File: src/hw/rtl/itra_pkg.sv
// Shared types, constants and the digit-to-character mapping for the radix converter.
package itra_pkg;

  localparam int VALUE_WIDTH_DEF = 64;   // default conversion width
  localparam int FIELD_WIDTH     = 64;   // width of the value_bits port
  localparam int RADIX_BITS      = 6;
  localparam int CHAR_BITS       = 7;
  localparam int DIGIT_BITS      = 8;    // quotient bits resolved per divide cycle

  localparam logic [RADIX_BITS-1:0] RADIX_DEFAULT = 6'd10;
  localparam logic [RADIX_BITS-1:0] RADIX_MAX     = 6'd36;
  localparam logic [RADIX_BITS-1:0] RADIX_MIN     = 6'd2;

  localparam logic [CHAR_BITS-1:0] CHAR_ZERO    = 7'd48;
  localparam logic [CHAR_BITS-1:0] LOWER_OFFSET = 7'd39;
  localparam logic [CHAR_BITS-1:0] UPPER_OFFSET = 7'd7;
  localparam logic [RADIX_BITS-1:0] DECIMAL_LIMIT = 6'd10;

  // Conversion request as it travels from the front end to the back end
  typedef struct packed {
    logic                  sign;
    logic [RADIX_BITS-1:0] radix;
    logic                  upper;
  } conv_ctrl_t;

  typedef enum logic [1:0] {
    BK_IDLE,
    BK_DIVIDE,
    BK_EMIT,
    BK_FINISH
  } back_state_t;

  function automatic logic [CHAR_BITS-1:0] digit_char(input logic [RADIX_BITS-1:0] d,
                                                      input logic up);
    logic [CHAR_BITS-1:0] base;
    base = CHAR_ZERO + {1'b0, d};
    if (d < DECIMAL_LIMIT) begin
      digit_char = base;
    end else if (up) begin
      digit_char = base + UPPER_OFFSET;
    end else begin
      digit_char = base + LOWER_OFFSET;
    end
  endfunction

endpackage

File: src/hw/rtl/itra_ram.sv
// Generic single-write, single-read RAM with registered read data.
module itra_ram
  #(
    parameter int WIDTH = 8,
    parameter int DEPTH = 64,
    localparam int AW = (DEPTH > 1) ? $clog2(DEPTH) : 1
  )
  (
    input  logic             clk,
    input  logic             we,
    input  logic [AW-1:0]    waddr,
    input  logic [WIDTH-1:0] wdata,
    input  logic [AW-1:0]    raddr,
    output logic [WIDTH-1:0] rdata
  );

  logic [WIDTH-1:0] mem [DEPTH];

  always_ff @(posedge clk) begin
    if (we) begin
      mem[waddr] <= wdata;
    end
    rdata <= mem[raddr];
  end

endmodule

File: src/hw/rtl/itra_queue.sv
// Two-entry request queue between the front end and the back end.
module itra_queue
  #(
    parameter int WIDTH = 8
  )
  (
    input  logic             clk,
    input  logic             rst,
    input  logic             push,
    input  logic [WIDTH-1:0] push_data,
    input  logic             pop,
    output logic [WIDTH-1:0] pop_data,
    output logic             empty,
    output logic             full
  );

  logic [WIDTH-1:0] entry [2];
  logic             wr_ptr;
  logic             rd_ptr;
  logic [1:0]       count;

  assign empty    = (count == 2'd0);
  assign full     = (count == 2'd2);
  assign pop_data = entry[rd_ptr];

  always_ff @(posedge clk) begin
    if (rst) begin
      wr_ptr <= 1'b0;
      rd_ptr <= 1'b0;
      count  <= 2'd0;
    end else begin
      if (push) begin
        wr_ptr <= ~wr_ptr;
      end
      if (pop) begin
        rd_ptr <= ~rd_ptr;
      end
      if (push && !pop) begin
        count <= count + 2'd1;
      end else if (pop && !push) begin
        count <= count - 2'd1;
      end
    end
  end

  always_ff @(posedge clk) begin
    if (push) begin
      entry[wr_ptr] <= push_data;
    end
  end

endmodule

File: src/hw/rtl/itra_front.sv
// Front end: takes input words, extracts magnitude and sign, normalizes the radix.
module itra_front
  import itra_pkg::*;
  #(
    parameter int VALUE_WIDTH = VALUE_WIDTH_DEF
  )
  (
    input  logic                   in_valid,
    output logic                   in_stall,
    input  logic [FIELD_WIDTH-1:0] value_bits,
    input  logic                   is_signed,
    input  logic [RADIX_BITS-1:0]  radix,
    input  logic                   upper_case,
    input  logic                   q_full,
    output logic                   push,
    output logic [VALUE_WIDTH-1:0] mag,
    output conv_ctrl_t             ctrl
  );

  logic [VALUE_WIDTH-1:0] v;
  logic                   neg;

  assign in_stall = q_full;
  assign push     = in_valid && !q_full;

  assign v   = value_bits[VALUE_WIDTH-1:0];
  assign neg = is_signed && v[VALUE_WIDTH-1];
  // two's complement negate also covers the most negative value exactly
  assign mag = neg ? (~v + VALUE_WIDTH'(1)) : v;

  always_comb begin
    ctrl.sign  = neg;
    ctrl.upper = upper_case;
    if (radix < RADIX_MIN) begin
      ctrl.radix = RADIX_DEFAULT;
    end else if (radix > RADIX_MAX) begin
      ctrl.radix = RADIX_MAX;
    end else begin
      ctrl.radix = radix;
    end
  end

endmodule

File: src/hw/rtl/itra_back.sv
// Back end: divides out digits into the digit store, then emits them most significant first.
module itra_back
  import itra_pkg::*;
  #(
    parameter int VALUE_WIDTH = VALUE_WIDTH_DEF
  )
  (
    input  logic                   clk,
    input  logic                   rst,
    input  logic                   q_empty,
    output logic                   pop,
    input  logic [VALUE_WIDTH-1:0] q_mag,
    input  conv_ctrl_t             q_ctrl,
    output logic                   out_valid,
    input  logic                   out_stall,
    output logic [CHAR_BITS-1:0]   char_code,
    output logic                   negative,
    output logic                   last
  );

  localparam int STEPS = (VALUE_WIDTH + DIGIT_BITS - 1) / DIGIT_BITS;
  localparam int QW    = STEPS * DIGIT_BITS;
  localparam int SW    = (STEPS > 1) ? $clog2(STEPS) : 1;
  localparam int AW    = $clog2(VALUE_WIDTH);
  localparam int CW    = $clog2(VALUE_WIDTH + 1);

  back_state_t           state, state_next;
  logic [QW-1:0]         quo;
  logic [RADIX_BITS-1:0] rem;
  logic [SW-1:0]         step;
  logic [CW-1:0]         cnt;
  logic [AW-1:0]         idx;
  logic                  rd_pending;
  logic                  last_pend;
  conv_ctrl_t            cur;

  logic [RADIX_BITS:0]   r;
  logic [DIGIT_BITS-1:0] qb;
  logic [QW+DIGIT_BITS-1:0] div_shift;
  logic                  last_step;
  logic                  done;
  logic                  working;
  logic                  issue;
  logic                  ram_we;
  logic [RADIX_BITS-1:0] ram_rdata;

  // Eight steps of restoring division on the narrow remainder
  always_comb begin
    r  = {1'b0, rem};
    qb = '0;
    for (int i = 0; i < DIGIT_BITS; i++) begin
      r = {r[RADIX_BITS-1:0], quo[QW-1-i]};
      if (r >= {1'b0, cur.radix}) begin
        r = r - {1'b0, cur.radix};
        qb[DIGIT_BITS-1-i] = 1'b1;
      end
    end
  end

  assign div_shift = {quo, qb};
  assign last_step = (step == SW'(STEPS - 1));
  assign done      = (state == BK_DIVIDE) && (step == '0) && (cnt != '0) && (quo == '0);
  assign working   = (state == BK_DIVIDE) && !done;
  assign ram_we    = working && last_step;

  always_comb begin
    state_next = state;
    pop        = 1'b0;
    issue      = 1'b0;
    unique case (state)
      BK_IDLE: begin
        if (!q_empty) begin
          pop        = 1'b1;
          state_next = BK_DIVIDE;
        end
      end
      BK_DIVIDE: begin
        if (done) begin
          state_next = BK_EMIT;
        end
      end
      BK_EMIT: begin
        issue = !rd_pending && (!out_valid || !out_stall);
        if (issue && (idx == '0)) begin
          state_next = BK_FINISH;
        end
      end
      BK_FINISH: begin
        state_next = BK_IDLE;
      end
      default: begin
        state_next = BK_IDLE;
      end
    endcase
  end

  always_ff @(posedge clk) begin
    if (rst) begin
      state <= BK_IDLE;
    end else begin
      state <= state_next;
    end
  end

  always_ff @(posedge clk) begin
    if (rst) begin
      cnt        <= '0;
      rd_pending <= 1'b0;
      out_valid  <= 1'b0;
    end else begin
      if (pop) begin
        cnt <= '0;
      end else if (ram_we) begin
        cnt <= cnt + CW'(1);
      end
      rd_pending <= issue;
      // a pending read always finds the output register free
      if (rd_pending) begin
        out_valid <= 1'b1;
      end else if (!out_stall) begin
        out_valid <= 1'b0;
      end
    end
  end

  always_ff @(posedge clk) begin
    if (pop) begin
      quo  <= QW'(q_mag);
      rem  <= '0;
      step <= '0;
      cur  <= q_ctrl;
    end else if (working) begin
      quo <= div_shift[QW-1:0];
      if (last_step) begin
        rem  <= '0;
        step <= '0;
      end else begin
        rem  <= r[RADIX_BITS-1:0];
        step <= step + SW'(1);
      end
    end
    if (done) begin
      idx <= AW'(cnt - CW'(1));
    end else if (issue) begin
      idx <= idx - AW'(1);
    end
    if (issue) begin
      last_pend <= (idx == '0);
    end
    if (rd_pending) begin
      char_code <= digit_char(ram_rdata, cur.upper);
      negative  <= cur.sign;
      last      <= last_pend;
    end
  end

  itra_ram #(
    .WIDTH (RADIX_BITS),
    .DEPTH (VALUE_WIDTH)
  ) u_digit_store (
    .clk   (clk),
    .we    (ram_we),
    .waddr (cnt[AW-1:0]),
    .wdata (r[RADIX_BITS-1:0]),
    .raddr (idx),
    .rdata (ram_rdata)
  );

endmodule

File: src/hw/rtl/integer_to_radix_ascii.sv
// Top level of the integer to radix ASCII converter.
// Converts one VALUE_WIDTH-bit integer per input word into ASCII digits in radix 2..36
// (radix 0 or 1 means 10, above 36 means 36), most significant digit first, one output
// word per digit; a negative signed value is converted as its magnitude with the
// negative flag set on every digit, and zero gives a single '0'. A two-word queue sits
// between the input side and the converter, so up to two words are taken while a
// conversion runs. Each word is popped from the queue and divided down digit by digit (the
// remainder loop resolves eight quotient bits per cycle), then its digits are read from the
// digit store, whose read is registered, and are emitted as any output stall allows.
module integer_to_radix_ascii
  import itra_pkg::*;
  #(
    parameter int VALUE_WIDTH = VALUE_WIDTH_DEF
  )
  (
    input  logic                   clk,
    input  logic                   rst,
    input  logic                   in_valid,
    output logic                   in_stall,
    input  logic [FIELD_WIDTH-1:0] value_bits,
    input  logic                   is_signed,
    input  logic [RADIX_BITS-1:0]  radix,
    input  logic                   upper_case,
    output logic                   out_valid,
    input  logic                   out_stall,
    output logic [CHAR_BITS-1:0]   char_code,
    output logic                   negative,
    output logic                   last
  );

  localparam int QDW = VALUE_WIDTH + $bits(conv_ctrl_t);

  logic                   push;
  logic                   pop;
  logic                   q_full;
  logic                   q_empty;
  logic [VALUE_WIDTH-1:0] f_mag;
  conv_ctrl_t             f_ctrl;
  logic [QDW-1:0]         q_data;
  logic [VALUE_WIDTH-1:0] q_mag;
  conv_ctrl_t             q_ctrl;

  assign q_mag  = q_data[QDW-1 -: VALUE_WIDTH];
  assign q_ctrl = q_data[$bits(conv_ctrl_t)-1:0];

  itra_front #(
    .VALUE_WIDTH (VALUE_WIDTH)
  ) u_front (
    .in_valid   (in_valid),
    .in_stall   (in_stall),
    .value_bits (value_bits),
    .is_signed  (is_signed),
    .radix      (radix),
    .upper_case (upper_case),
    .q_full     (q_full),
    .push       (push),
    .mag        (f_mag),
    .ctrl       (f_ctrl)
  );

  itra_queue #(
    .WIDTH (QDW)
  ) u_queue (
    .clk       (clk),
    .rst       (rst),
    .push      (push),
    .push_data ({f_mag, f_ctrl}),
    .pop       (pop),
    .pop_data  (q_data),
    .empty     (q_empty),
    .full      (q_full)
  );

  itra_back #(
    .VALUE_WIDTH (VALUE_WIDTH)
  ) u_back (
    .clk       (clk),
    .rst       (rst),
    .q_empty   (q_empty),
    .pop       (pop),
    .q_mag     (q_mag),
    .q_ctrl    (q_ctrl),
    .out_valid (out_valid),
    .out_stall (out_stall),
    .char_code (char_code),
    .negative  (negative),
    .last      (last)
  );

endmodule
File: config.mk
export PLATFORM = sky130hd
export DESIGN_NAME = integer_to_radix_ascii
export DESIGN_NICKNAME = d
export VERILOG_FILES = /design/src/hw/rtl/itra_pkg.sv /design/src/hw/rtl/itra_ram.sv /design/src/hw/rtl/itra_queue.sv /design/src/hw/rtl/itra_front.sv /design/src/hw/rtl/itra_back.sv /design/src/hw/rtl/integer_to_radix_ascii.sv
export SDC_FILE = /design/constraint.sdc
export NUM_CORES = 1
export LEC_CHECK = 0
export BUFFER_PORTS_ARGS = -buffer_cell sky130_fd_sc_hd__buf_2
export CORE_ASPECT_RATIO = 0.6
export CORE_MARGIN = 2
export CORE_UTILIZATION = 35
export DETAILED_ROUTE_END_ITERATION = 7
export PLACE_DENSITY = 0.49
export SLEW_MARGIN = 5
export SYNTH_ARGS = -nofsm -noshare
export SYNTH_HDL_FRONTEND = slang
export SYNTH_SLANG_ARGS = --single-unit
File: constraint.sdc
create_clock -name clk -period 24.9 [get_ports clk]
set_input_delay 4.98 -clock clk [delete_from_list [all_inputs] [get_ports clk]]
set_output_delay 4.98 -clock clk [all_outputs]
set_load 0.1 [all_outputs]
== Word-level counts from Yosys, hierarchy flattened ==
Memories as Yosys holds them, arrays and structs flattened. A register that Yosys moved wholly into a read port is not among the register bits.
Index checks and enable logic that the tools add are counted.

* Register bits after elaboration: 112
* Memory bits (writable): 528
* Memories: 2

* $add $sub $neg: 18
* Magnitude comparators: 11
* Equal/unequal tests: 9
* Muxes and demuxes: 44
* Bitwise operators: 3
* Reduce and logical (&&, ||, !) cells: 30

{| class="wikitable"
|+ Memory list
! name !! words !! width !! read ports !! clocked after Yosys merged registers in !! wr ports !! line !! source
|-
| u_back.u_digit_store.mem || 64 || 6 || 1 || 1 || 1 || itra_ram.sv:17 || <nowiki>logic [WIDTH-1:0] mem [DEPTH];</nowiki>
|-
| u_queue.entry || 2 || 72 || 1 || 1 || 1 || itra_queue.sv:17 || <nowiki>logic [WIDTH-1:0] entry [2];</nowiki>
|}

{| class="wikitable"
|+ Operators by type and width
! kind !! number
|-
| $mux 64 || 3
|-
| $mux 6 || 13
|-
| $add 64x1->64 const B || 1
|-
| $logic_not 64->1 || 1
|-
| $not 64->64 || 1
|-
| $ge 7x6->1 || 8
|-
| $sub 6x6->6 || 8
|-
| $mux 1 || 19
|-
| $mux 7 || 2
|-
| $sub 6x1->6 const B || 2
|-
| $logic_and 1x1->1 || 11
|-
| $mux 2 || 5
|-
| $pmux 2 s4 || 1
|-
| $add 6x6->7 const A || 1
|-
| $add 7x1->7 const B || 1
|-
| $add 7x3->7 const B || 1
|-
| $add 7x6->7 const B || 1
|-
| $logic_not 1->1 || 7
|-
| $reduce_bool 7->1 || 1
|-
| $eq 2x2->1 const B || 3
|-
| $gt 6x6->1 const B || 1
|-
| $logic_not 6->1 || 1
|-
| $lt 6x2->1 const B || 1
|-
| $lt 6x4->1 const B || 1
|-
| 15 further kinds || 21
|}

== Depth between registers and ports, before layout ==
* Depth in word-level cells: 18
* Gate-level depth with buffers: 80
* Mapped depth without buffers: 76

== Cells and area by module ==
A second synthesis with hierarchy kept.

* Cells, all modules: 2,032
* Area, all modules: 29,853.6 um2

{| class="wikitable"
|+ By module, submodules not included
! module !! times used !! cells an instance !! area each (um2)
|-
| itra_ram || 1 || 720 || 15,225.9
|-
| itra_back || 1 || 813 || 7,516.0
|-
| itra_queue || 1 || 246 || 5,429.0
|-
| itra_front || 1 || 253 || 1,682.9
|}

== Worst setup path after synthesis ==
No wires, ideal clock.

* Kind: reg2reg
* Start: register u_back.cur[2] (netlist name)
* End: memory u_back.u_digit_store.mem[0][0] (netlist name) (data pin)
* Library setup time: 571 ps
* Arrival time: 16,628 ps
* Data required time: 24,329 ps
* Setup slack: 7,701 ps
* Stages on the path, launching flop included: 76
* Period minus slack after synthesis: 17,199 ps
* Cells stage by stage: edfxtp_1 -> inv_1 -> ha_1 -> a21o_1 -> a31oi_1 -> o21a_1 -> buf_6 -> mux2_2 -> ha_1 -> o21ai_0 -> a21oi_1 -> a221o_1 -> or2_1 -> buf_6 -> mux2_2 -> ha_1 -> a211oi_1 -> nand2_1 -> (+40 left out) -> o21ai_0 -> a21o_1 -> nand2_1 -> inv_1 -> o21ai_0 -> nand2_2 -> mux2_2 -> inv_1 -> ha_1 -> nor2b_1 -> o21ai_0 -> nand2b_1 -> a21o_1 -> a21o_1 -> a31o_2 -> a21oi_1 -> o21ai_2 -> mux2i_1

* Cells in the longest elaborated chain, start to end: 16
* Elaborated cells between the ends (all ways): 23
* Classes of those cells: add/sub (7); order compare (8); mux (8)

{| class="wikitable"
|+ RTL lines
! what !! line !! source
|-
| from (decl) || itra_back.sv:35 || <nowiki>conv_ctrl_t cur;</nowiki>
|-
| from (signal assigned) || itra_back.sv:131 || <nowiki>cur <= q_ctrl;</nowiki>
|-
| $sub 6x6->6 or $ge 7x6->1 (tied branches) || itra_back.sv:54, itra_back.sv:53 ||
|-
| $mux 6 || itra_back.sv:53 || <nowiki>if (r >= {1'b0, cur.radix}) begin</nowiki>
|-
| $sub 6x6->6 or $ge 7x6->1 (tied branches) || itra_back.sv:54, itra_back.sv:53 ||
|-
| $mux 6 || itra_back.sv:53 ||
|-
| $sub 6x6->6 or $ge 7x6->1 (tied branches) || itra_back.sv:54, itra_back.sv:53 ||
|-
| $mux 6 || itra_back.sv:53 ||
|-
| $sub 6x6->6 or $ge 7x6->1 (tied branches) || itra_back.sv:54, itra_back.sv:53 ||
|-
| $mux 6 || itra_back.sv:53 ||
|-
| $sub 6x6->6 or $ge 7x6->1 (tied branches) || itra_back.sv:54, itra_back.sv:53 ||
|-
| $mux 6 || itra_back.sv:53 ||
|-
| $ge 7x6->1 or $sub 6x6->6 (tied branches) || itra_back.sv:53, itra_back.sv:54 ||
|-
| $mux 6 || itra_back.sv:53 ||
|-
| $sub 6x6->6 or $ge 7x6->1 (tied branches) || itra_back.sv:54, itra_back.sv:53 ||
|-
| $mux 6 || itra_back.sv:53 ||
|-
| $ge 7x6->1 * || itra_back.sv:53 ||
|-
| $mux 6 * || itra_back.sv:53 ||
|-
| net u_back.r[0] || itra_back.sv:37 || <nowiki>logic [RADIX_BITS:0] r;</nowiki>
|-
| to (decl) || itra_ram.sv:17 ||
|}

Mark *: on every way through the listed nets, which the timed path passes. The rest lies on a longest branch.

== Worst setup path after layout ==
* Start: register u_back.cur[2] (netlist name)
* End: memory u_back.u_digit_store.mem[21][4] (netlist name) (data pin)

* Cells in the longest elaborated chain, start to end: 16
* Elaborated cells between the ends (all ways): 24
* Classes of those cells: add/sub (8); order compare (8); mux (8)

{| class="wikitable"
|+ RTL lines
! what !! line
|-
| $sub 6x6->6 or $ge 7x6->1 (tied branches) || itra_back.sv:54, itra_back.sv:53
|-
| $mux 6 || itra_back.sv:53
|-
| $sub 6x6->6 or $ge 7x6->1 (tied branches) || itra_back.sv:54, itra_back.sv:53
|-
| $mux 6 || itra_back.sv:53
|-
| $sub 6x6->6 or $ge 7x6->1 (tied branches) || itra_back.sv:54, itra_back.sv:53
|-
| $mux 6 || itra_back.sv:53
|-
| $sub 6x6->6 or $ge 7x6->1 (tied branches) || itra_back.sv:54, itra_back.sv:53
|-
| $mux 6 || itra_back.sv:53
|-
| $sub 6x6->6 or $ge 7x6->1 (tied branches) || itra_back.sv:54, itra_back.sv:53
|-
| $mux 6 || itra_back.sv:53
|-
| $ge 7x6->1 or $sub 6x6->6 (tied branches) || itra_back.sv:53, itra_back.sv:54
|-
| $mux 6 || itra_back.sv:53
|-
| $sub 6x6->6 or $ge 7x6->1 (tied branches) || itra_back.sv:54, itra_back.sv:53
|-
| $mux 6 || itra_back.sv:53
|-
| $sub 6x6->6 or $ge 7x6->1 (tied branches) || itra_back.sv:54, itra_back.sv:53
|-
| $mux 6 * || itra_back.sv:53
|-
| net u_back.r[4] || itra_back.sv:37
|}

Marks and branches as above.

==> run metrics <==
syn_nets a little under 2000; run status complete, no violations; Total GRT Usage 16.9%; Slew headroom approximately 18%; Post-DP HPWL about 48000 µm; first-pass GRT wire length 107000 µm; min-delay src u_back.step[1]; Yosys cell types 79; Worst R2R Start u_back.cur[2]; initial antenna violation count 5; CTS max path bufs 3; Worst Max-Slew Pin Slew ~1.2 ns; Critical Path End Type register; CTS resizes 0; crit path buf inv count 6; die height around 230 µm; # setup viols final 0; Slew Limit Fails 0; hold-fix buffers at CTS 0; register bit count reported by yosys 647; grt met3 use 4.14%; Cells after Synth roughly 1800; Num CTS Buffers 61; Hold WC Path Type register to register; Fill cells 7432; routed vias approximately 16000; Worst EP required between 20 and 30 ns; Post-Syn Area 29000 µm²; CP Max Fanout 65; DRT Pass-1 Iters 5; final core occ 40.0%; endpoints failing hold 0; core footprint 81700 µm²; Worst EP arrival 19.35 ns; Yosys warnings 0; I/O pin count 87; M1 GR Usage 27.4%; CTS tree done; M2 GR Usage about 22%; Min Hold Slack 0.478 ns; Worst-Skew Late Latency roughly 0.65 ns; Nets approximately 2100; critical path class register to register; antenna-violating nets left 0; Top cell by count, worst path o21ai_0; vias per cell 5.26; grt ovf 0; post-synthesis sequential area ratio between 60% and 70%; critical path's slowest cell mux2_2; die area 85200 µm²; CTS Sinks 647; Post-CTS Setup Bufs 0; ys async rst share 0%; Post-synth EDFFs around 620; clock skew 0.0259 ns; top-count cell post-synth edfxtp_1; wirelength, routed 71300 µm; unrepaired setup endpoints after global routing no; setup TNS 0 ns; crit path from u_back.cur[2]; mean routed wirelength per cell 23.3 µm; Syn Area/Cell about 16 µm²; commonest cells in the netlist edfxtp_1, mux4_2, nor2_1; CP delay by family, top compound AO/OA/AOI/OAI gates; routability cong. 0.858; CP max stage delay 1.12 ns; Reg clk slew, reported paths around 0.06 ns; Yosys top cell area share 63.8%; Final Critical Period 19.08 ns; clock tree root buffer cell clkbuf_16; Die X 375 µm; Yosys top cell by area edfxtp_1; max_cap viols 0; DRC marker count from the first detailed-route iteration 1245; share of cells above drive strength 1 19.2%; pin count of the biggest net entering global routing 99; Synth area leaders edfxtp_1, mux4_2, mux2i_1; Fmax achieved 52.4 MHz; Layout area overhead 12.7%; vias in the first global route 16000; Initial Util 35.5%; main flop type after synthesis edfxtp_1; Core Rows 81; # DRC 0; grt peak-use layer met1; Startpoint Class register; Port Buf Inserts 86; # H-tree levels 2; Tcrit/Tclk final 76.6%
-- cell usage in the layout, fill, tap and decap left out, drive strengths merged, types with 6 or more instances in the layout --
cell,instances
xor2,43
ha,62
nor4,23
nand2b,18
nor2b,12
clkbuf,77
nand3b,6
and3,6
mux2,30
a21o,14
a22o,6
mux4,126
nand3,17
o31ai,15
or4,9
xnor2,54
nand2,119
fa,8
inv,68
o41ai,9
or3,7
clkinv,26
dfxtp,31
mux2i,82
o211ai,6
edfxtp,616
bufinv,8
a31oi,6
a211oi,9
nor2,126
buf,101
nor3,19
o21ai,101
a21oi,57
-- per-layer routing --
layer	vias to the layer above	part of all wire [%]
li1	7352	-
met5	-	0.048
met1	8195	53
met4	6	1.6
met2	460	39
met3	87	7.1
-- final cells by class --
| cell class | instances | area, µm² | share of cell area [%] |
|---|---|---|---|
| diodes | 1 | 2.50 | 0.00766 |
| multi-input cells | 1051 | 9340 | 28.6 |
| clock buffers | 77 | 1630 | 4.98 |
| clock inverters | 36 | 417 | 1.28 |
| inverters | 68 | 255 | 0.781 |
| repair buffers | 101 | 556 | 1.70 |
| flip-flops and latches | 647 | 19100 | 58.5 |
| well taps | 1079 | 1350 | 4.13 |
-- logic make-up after synthesis --
| group | Yosys count | synth area share, % |
|---|---|---|
| simple gates | 390 | 6.46 |
| fa+ha+maj | 71 | 3.26 |
| compound gates | 255 | 5.57 |
| buf+inv | 143 | 1.96 |
| xor+xnor | 97 | 2.93 |
| flops | 647 | 66.0 |
| mux | 238 | 13.8 |
-- state kept, by name, indices dropped and copies added (netlist names), named ones only --
register,count
u_back.char_code,7
u_back.cnt,7
u_back.cur,8
u_back.idx,6
u_back.last,1
u_back.last_pend,1
u_back.negative,1
u_back.out_valid,1
u_back.quo,64
u_back.rd_pending,1
u_back.rem,6
u_back.state,2
u_back.step,3
u_back.u_digit_store.mem,384
u_back.u_digit_store.rdata,6
u_queue.count,2
u_queue.entry,144
u_queue.rd_ptr,1
u_queue.wr_ptr,1
-- worst paths after layout --
check | to | slack [ns] | cells past startpoint
min reg2reg | u_back.step[1] | 0.48 | 2
max reg2reg | u_back.u_digit_store.mem[21][4] | 5.82 | 71
max | u_back.u_digit_store.mem[21][4] | 5.82 | 71
min | u_back.step[1] | 0.48 | 2
-- through the flow --
stage,area [µm²],setup slack (ns),cells
after global routing,32700,4.58,3059
after detailed placement,30600,6.08,2946
final,32700,5.82,3060
after floorplan,29000,7.70,1841
after CTS,32700,6.01,3059
after global placement,30600,6.57,2946
-- worst reg2reg max path: cells and delay by family (launching register included) --
family / cells / cell delay [ns]
adder cells (fa/ha/maj): 8 / 2.33
buffers and inverters: 6 / 0.79
multiplexers: 8 / 3.69
AO/OA/AOI/OAI: 34 / 8.09
flip-flops: 1 / 0.75
AND/OR/NAND/NOR: 15 / 2.99
Power is left out: the tool's default activity adds up to more than one toggle a clock period on the data nets, which glitch-free logic cannot reach.
